## config.mk

```make
export PLATFORM = sky130hd
export DESIGN_NAME = tgcs_ctrl
export DESIGN_NICKNAME = d
export VERILOG_FILES = /design/src/tgcs_pkg.sv /design/src/tgcs_ctrl.sv
export SDC_FILE = /design/constraint.sdc
export NUM_CORES = 1
export LEC_CHECK = 0
export BUFFER_PORTS_ARGS = -buffer_cell sky130_fd_sc_hd__buf_2
export CAP_MARGIN = 20
export CORE_MARGIN = 1.5
export CORE_UTILIZATION = 40
export DETAILED_ROUTE_END_ITERATION = 8
export PLACE_DENSITY = 0.68
export SLEW_MARGIN = 10
export SYNTH_ARGS = -nofsm -noshare
export SYNTH_HDL_FRONTEND = slang
export SYNTH_SLANG_ARGS = --single-unit
```

## constraint.sdc

```tcl
create_clock -name clock -period 2.25 [get_ports clock]
set_clock_uncertainty 0.05 [all_clocks]
set_input_delay 0.1125 -clock clock [delete_from_list [all_inputs] [get_ports clock]]
set_output_delay 0.1125 -clock clock [all_outputs]
set_load 0.05 [all_outputs]
```

## src/tgcs_pkg.sv

```systemverilog
// Shared types, codes and helpers for the tile grid collision/sight block.
// Used by tgcs_ctrl, tgcs_dp and tile_grid_collision_sight_core.
package tgcs_pkg;

   localparam int MAX_COLS   = 32;
   localparam int MAX_ROWS   = 16;
   localparam int COL_BITS   = 5;
   localparam int ROW_BITS   = 4;
   localparam int ADDR_BITS  = COL_BITS + ROW_BITS;
   localparam int DEPTH      = MAX_COLS * MAX_ROWS;
   localparam int TILE_SHIFT = 10;
   localparam int HALF_UNITS = 512;

   localparam logic [2:0] OP_WRITE  = 3'd0;
   localparam logic [2:0] OP_READ   = 3'd1;
   localparam logic [2:0] OP_POINT  = 3'd2;
   localparam logic [2:0] OP_CIRCLE = 3'd3;
   localparam logic [2:0] OP_SIGHT  = 3'd4;

   localparam logic [2:0] KIND_EMPTY = 3'd0;
   localparam logic [2:0] KIND_WALL  = 3'd1;
   localparam logic [2:0] KIND_WATER = 3'd2;

   localparam logic [1:0] CSR_MAP_COLS = 2'd0;
   localparam logic [1:0] CSR_MAP_ROWS = 2'd1;

   localparam logic [5:0] COLS_RESET = 6'd20;
   localparam logic [4:0] ROWS_RESET = 5'd12;

   typedef enum logic [4:0] {
      DP_NOP, DP_LOAD, DP_CLEAR, DP_WRITE, DP_RD_IDX, DP_RD_PT,
      DP_CIR_INIT, DP_RD_CIR, DP_CIR_EVAL, DP_SQX, DP_SQY, DP_SUM,
      DP_SQRT_INIT, DP_SQRT_STEP, DP_DIV_INIT_X, DP_DIV_STEP,
      DP_DIV_SAVE_X, DP_DIV_SAVE_Y, DP_SMP_INIT, DP_RD_SMP, DP_SMP_EVAL, DP_FIN
   } dp_cmd_type;

   typedef struct packed {
      logic clr_last;
      logic short_seg;
      logic sqrt_last;
      logic div_last;
      logic cir_stop;
      logic smp_stop;
   } dp_status_type;

   // world coordinate to tile index, truncated toward zero
   function automatic logic signed [8:0] tile_idx(input logic signed [18:0] v);
      logic signed [18:0] a;
      a = v + (v[18] ? 19'sd1023 : 19'sd0);
      return a[18:TILE_SHIFT];
   endfunction

   function automatic logic in_map(input logic signed [8:0] c, input logic signed [8:0] r,
                                   input logic [5:0] ceff, input logic [4:0] reff);
      return !c[8] && (c[7:0] < {2'b00, ceff}) && !r[8] && (r[7:0] < {3'b000, reff});
   endfunction

endpackage

```

## src/tgcs_ctrl.sv

```systemverilog
// Controller state machine for the tile grid block.
// Depends on tgcs_pkg; drives tgcs_dp through command and status.
module tgcs_ctrl (
   input  logic                   clock,
   input  logic                   reset,
   input  logic                   start,
   input  logic [2:0]             req_op,
   input  tgcs_pkg::dp_status_type status,
   output tgcs_pkg::dp_cmd_type   cmd,
   output logic                   busy,
   output logic                   rsp_strobe
);

   typedef enum logic [4:0] {
      S_CLR, S_IDLE, S_WR, S_RDI, S_RDP, S_CINIT, S_CRD, S_CEVAL,
      S_SQX, S_SQY, S_SUM, S_CHK, S_SQS, S_DIX, S_DVX, S_SVX, S_DVY, S_SVY,
      S_SRD, S_SEVAL, S_FIN
   } state_type;

   state_type state_ff, state_in;
   logic      busy_ff, strobe_ff;

   always_comb begin
      state_in = state_ff;
      cmd      = tgcs_pkg::DP_NOP;
      case (state_ff)
         S_CLR: begin
            cmd = tgcs_pkg::DP_CLEAR;
            if (status.clr_last) state_in = S_IDLE;
         end
         S_IDLE: begin
            if (start) begin
               cmd = tgcs_pkg::DP_LOAD;
               case (req_op)
                  tgcs_pkg::OP_WRITE:  state_in = S_WR;
                  tgcs_pkg::OP_READ:   state_in = S_RDI;
                  tgcs_pkg::OP_POINT:  state_in = S_RDP;
                  tgcs_pkg::OP_CIRCLE: state_in = S_CINIT;
                  tgcs_pkg::OP_SIGHT:  state_in = S_SQX;
                  default:             state_in = S_IDLE;
               endcase
            end
         end
         S_WR: begin
            cmd      = tgcs_pkg::DP_WRITE;
            state_in = S_IDLE;
         end
         S_RDI: begin
            cmd      = tgcs_pkg::DP_RD_IDX;
            state_in = S_FIN;
         end
         S_RDP: begin
            cmd      = tgcs_pkg::DP_RD_PT;
            state_in = S_FIN;
         end
         S_CINIT: begin
            cmd      = tgcs_pkg::DP_CIR_INIT;
            state_in = S_CRD;
         end
         S_CRD: begin
            cmd      = tgcs_pkg::DP_RD_CIR;
            state_in = S_CEVAL;
         end
         S_CEVAL: begin
            cmd      = tgcs_pkg::DP_CIR_EVAL;
            state_in = status.cir_stop ? S_FIN : S_CRD;
         end
         S_SQX: begin
            cmd      = tgcs_pkg::DP_SQX;
            state_in = S_SQY;
         end
         S_SQY: begin
            cmd      = tgcs_pkg::DP_SQY;
            state_in = S_SUM;
         end
         S_SUM: begin
            cmd      = tgcs_pkg::DP_SUM;
            state_in = S_CHK;
         end
         S_CHK: begin
            if (status.short_seg) begin
               cmd      = tgcs_pkg::DP_SMP_INIT;
               state_in = S_FIN;
            end else begin
               cmd      = tgcs_pkg::DP_SQRT_INIT;
               state_in = S_SQS;
            end
         end
         S_SQS: begin
            cmd = tgcs_pkg::DP_SQRT_STEP;
            if (status.sqrt_last) state_in = S_DIX;
         end
         S_DIX: begin
            cmd      = tgcs_pkg::DP_DIV_INIT_X;
            state_in = S_DVX;
         end
         S_DVX: begin
            cmd = tgcs_pkg::DP_DIV_STEP;
            if (status.div_last) state_in = S_SVX;
         end
         S_SVX: begin
            cmd      = tgcs_pkg::DP_DIV_SAVE_X;
            state_in = S_DVY;
         end
         S_DVY: begin
            cmd = tgcs_pkg::DP_DIV_STEP;
            if (status.div_last) state_in = S_SVY;
         end
         S_SVY: begin
            cmd      = tgcs_pkg::DP_DIV_SAVE_Y;
            state_in = S_SRD;
         end
         S_SRD: begin
            cmd      = tgcs_pkg::DP_RD_SMP;
            state_in = S_SEVAL;
         end
         S_SEVAL: begin
            cmd      = tgcs_pkg::DP_SMP_EVAL;
            state_in = status.smp_stop ? S_FIN : S_SRD;
         end
         S_FIN: begin
            cmd      = tgcs_pkg::DP_FIN;
            state_in = S_IDLE;
         end
         default: state_in = S_IDLE;
      endcase
   end

   always_ff @(posedge clock) begin
      if (reset) begin
         state_ff  <= S_CLR;
         busy_ff   <= 1'b1;
         strobe_ff <= 1'b0;
      end else begin
         state_ff  <= state_in;
         busy_ff   <= (state_in != S_IDLE);
         strobe_ff <= (state_ff == S_FIN);
      end
   end

   assign busy       = busy_ff;
   assign rsp_strobe = strobe_ff;

endmodule

```

==> flow_summary_export.csv <==
group,metric,value,unit
job,cap_viol_max_count,0,
cts,cts_sinks,7,
power_and_ir_drop,p_sw,0.210,mW
cts,ctsLongestPathBuffers,2,
place,globalplace.congestion,0.808,
power_and_ir_drop,leakage,0.326,nW
cts,post_cts_resized,0,
worst_setup_path,crit_path_max_fanout,22,
worst_setup_path,cpPeakStageDelay,0.81,ns
grt,grt_max_degree,23,
synthesis,synth-edff-count,0,
power_and_ir_drop,p_clk_share,24.7,%
worst_setup_path,crit_path_start_kind,"flip-flop",
worst_setup_path,crit_buf_inv,1,
sta,tns,0,ns
sta,period_share,95.5,%
route,wl,1920,um
layout,n_fill_cell,178,
power_and_ir_drop,p_int,0.275,mW
layout,design_area,830,um^2
route,wl_per_cell,13.9,um
synthesis,synth.avg_cell_area,7.47,um^2
layout,diodes,0,
sta,finalHoldViolCount,0,
die,die_y,45.3,um
synthesis,syn_area,717,um^2
grt,grt_pass1_vias,676,
synthesis,ys_seq_elements,7,
power_and_ir_drop,pwr_density_cell,585,nW/um^2
layout,nNetsFinal,126,
cts,clock_latency,0.26,ns
grt,antenna_found_initial,0,
die,die-area,2060,um^2
cts,cts_htree_levels,1,
sta,rsz0062_at_grt,"false",
cts,postCtsSetupBuffers,0,
grt,grt_pass1_wl,2920,um
worst_setup_path,cp_slowest_cell,"dfxtp_1",
synthesis,yosysUniqueCellTypes,41,
power_and_ir_drop,p_comb_share,43.1,%
worst_setup_path,worstSetupPathType,"reg -> out",
synthesis,synth_flop_cell,"dfxtp_1",
die,std_cell_rows,15,
place,portBuffers,18,
power_and_ir_drop,p_sw_share,43.3,%
place,dp_hpwl,1370,um
sta,finalCriticalPeriod,2.15,ns
sta,slew_headroom,49.4,%
worst_setup_path,path_cells,"o21ai_1, o22ai_1, nand2_1, o21ai_1, buf_2",
synthesis,yosysWarnings,0,
route,drc,0,
route,drtIter0Drc,20,
route,final_antenna_net_count,0,
sta,setup_viol,0,
synthesis,async_flop_share,0,%
place,placed_cell_area,803,um^2
grt,grt_usage,19.6,%
layout,synthToLayoutAreaGrowth,15.7,%
cts,cts-root-buf,"clkbuf_4",
route,via_per_inst,5.75,
power_and_ir_drop,ir_drop,0.275,mV
grt,overflow,0,
run_status,status,"complete, no violations",
cts,cts_made_buffers,3,
worst_setup_path,worstSetupEndpointType,"primary output",
route,via_count,793,
layout,drive_gt1_share,31.0,%
worst_setup_path,crit_top_cell,"o21ai_1",
hold_path,min_path_type,"in -> reg",
route,drt_pass1_iterations,4,
cts,postCtsHoldBufs,0,
die,io_pins,19,
sta,holdWs,0.0387,ns
worst_setup_path,cp_data_required_time,2.09,ns
die,die_x,45.3,um
sta,report.final.slew_viol_count,0,
layout,final_util,48.6,%
cts,tritoncts,"yes",
sta,fmax,465,MHz
power_and_ir_drop,p_seq_share,32.2,%
worst_setup_path,crit_family,"flip-flops",
sta,tightest_slew,0.758,ns
cts,clk_pin_slew,0.06,ns
die,start_util,42.0,%
synthesis,ys_seq_area_share,19.5,%
synthesis,syn-num-nets,108,
worst_setup_path,arrival,1.99,ns
synthesis,syn-instance-count,96,
die,fp.coreArea,1710,um^2
## cells by family after synthesis
group | synth area share (%)
simple gates | 34.4
buf+inv | 10.6
flops | 19.5
compound gates | 35.4
## power by group through the flow
stage | clock [mW] | combinational (mW) | sequential [mW]
2_1_floorplan | 0 | 0.161 | 0.156
3_3_place_gp | 0 | 0.206 | 0.157
3_5_place_dp | 0 | 0.208 | 0.158
4_1_cts | 0.122 | 0.209 | 0.155
5_1_grt | 0.129 | 0.224 | 0.158
6_report | 0.120 | 0.209 | 0.156
## sequential cells by signal, summed over array words and instances (netlist names)
| register | count |
|---|---|
| busy | 1 |
| state_ff | 5 |
| rsp_strobe | 1 |
## worst register-to-register path: cells and delay by family, from the launching register on
kind	cells	cell delay, ns
flip-flops	1	0.81
AO/OA/AOI/OAI	2	0.40
AND/OR/NAND/NOR	3	0.52
## placed cells by master, fill, tap and decap left out, types with 3 or more instances in the layout
master / count
a21oi_1: 11
o21ai_1: 5
buf_4: 3
o21ai_0: 3
nor2b_1: 6
dfxtp_1: 7
o22ai_1: 3
nor2_1: 9
clkbuf_4: 3
buf_2: 18
inv_1: 3
nand2_1: 5
## metrics by stage
| step | worst slack, ns | power, mW | instances |
|---|---|---|---|
| 2_1_floorplan | 0.224 | 0.317 | 96 |
| 3_3_place_gp | 0.436 | 0.363 | 134 |
| 3_5_place_dp | 0.368 | 0.366 | 134 |
| 4_1_cts | 0.115 | 0.486 | 138 |
| 5_1_grt | 0.0207 | 0.511 | 138 |
| 6_report | 0.102 | 0.485 | 138 |
## synthesized netlist by cell type (2+ instances only)
library cell | number | area, um^2
a32oi_1 | 2 | 17.5
o21ai_0 | 3 | 15.0
dfxtp_1 | 7 | 140
a21oi_1 | 11 | 55.1
nand2_1 | 5 | 18.8
nor4b_2 | 2 | 30.0
a31oi_1 | 2 | 12.5
o22ai_1 | 3 | 18.8
nor3_1 | 2 | 10.0
o31a_1 | 2 | 17.5
inv_2 | 2 | 7.51
nor2b_1 | 6 | 37.5
nand3_1 | 2 | 10.0
nand2b_1 | 2 | 12.5
nor2_1 | 9 | 33.8
o21ai_1 | 5 | 25.0
inv_1 | 3 | 11.3
buf_4 | 5 | 37.5
## metal layers
layer  vias up  wire length (um)  GRT usage, %
met2        21               899          30.9
met5         -                 0             0
met3         3                71          2.40
met1       374               915          25.8
li1        395                 -             -
met4         0                29          10.6
## final timing paths
kind | slack, ns | depth (start not counted) | end | from
worst max-delay path | 0.10 | 5 | cmd[4] | state_ff[1]$_SDFF_PP0_
worst min-delay path | 0.04 | 2 | state_ff[4]$_SDFF_PP0_ | reset
worst max register to register | 0.33 | 5 | busy$_SDFF_PP1_ | state_ff[1]$_SDFF_PP0_
worst min register to register | 0.63 | 2 | rsp_strobe$_SDFF_PP0_ | state_ff[4]$_SDFF_PP0_
## cell type report
type                    count  area [um^2]  area share, %
multi-input cells          76          500           60.3
repair buffers             21          113           13.6
inverters                   5         18.8           2.26
well taps                  25         31.3           3.77
clock buffers               4         26.3           3.17
flip-flops and latches      7          140           16.9
Power figures use the tool's default switching activity.
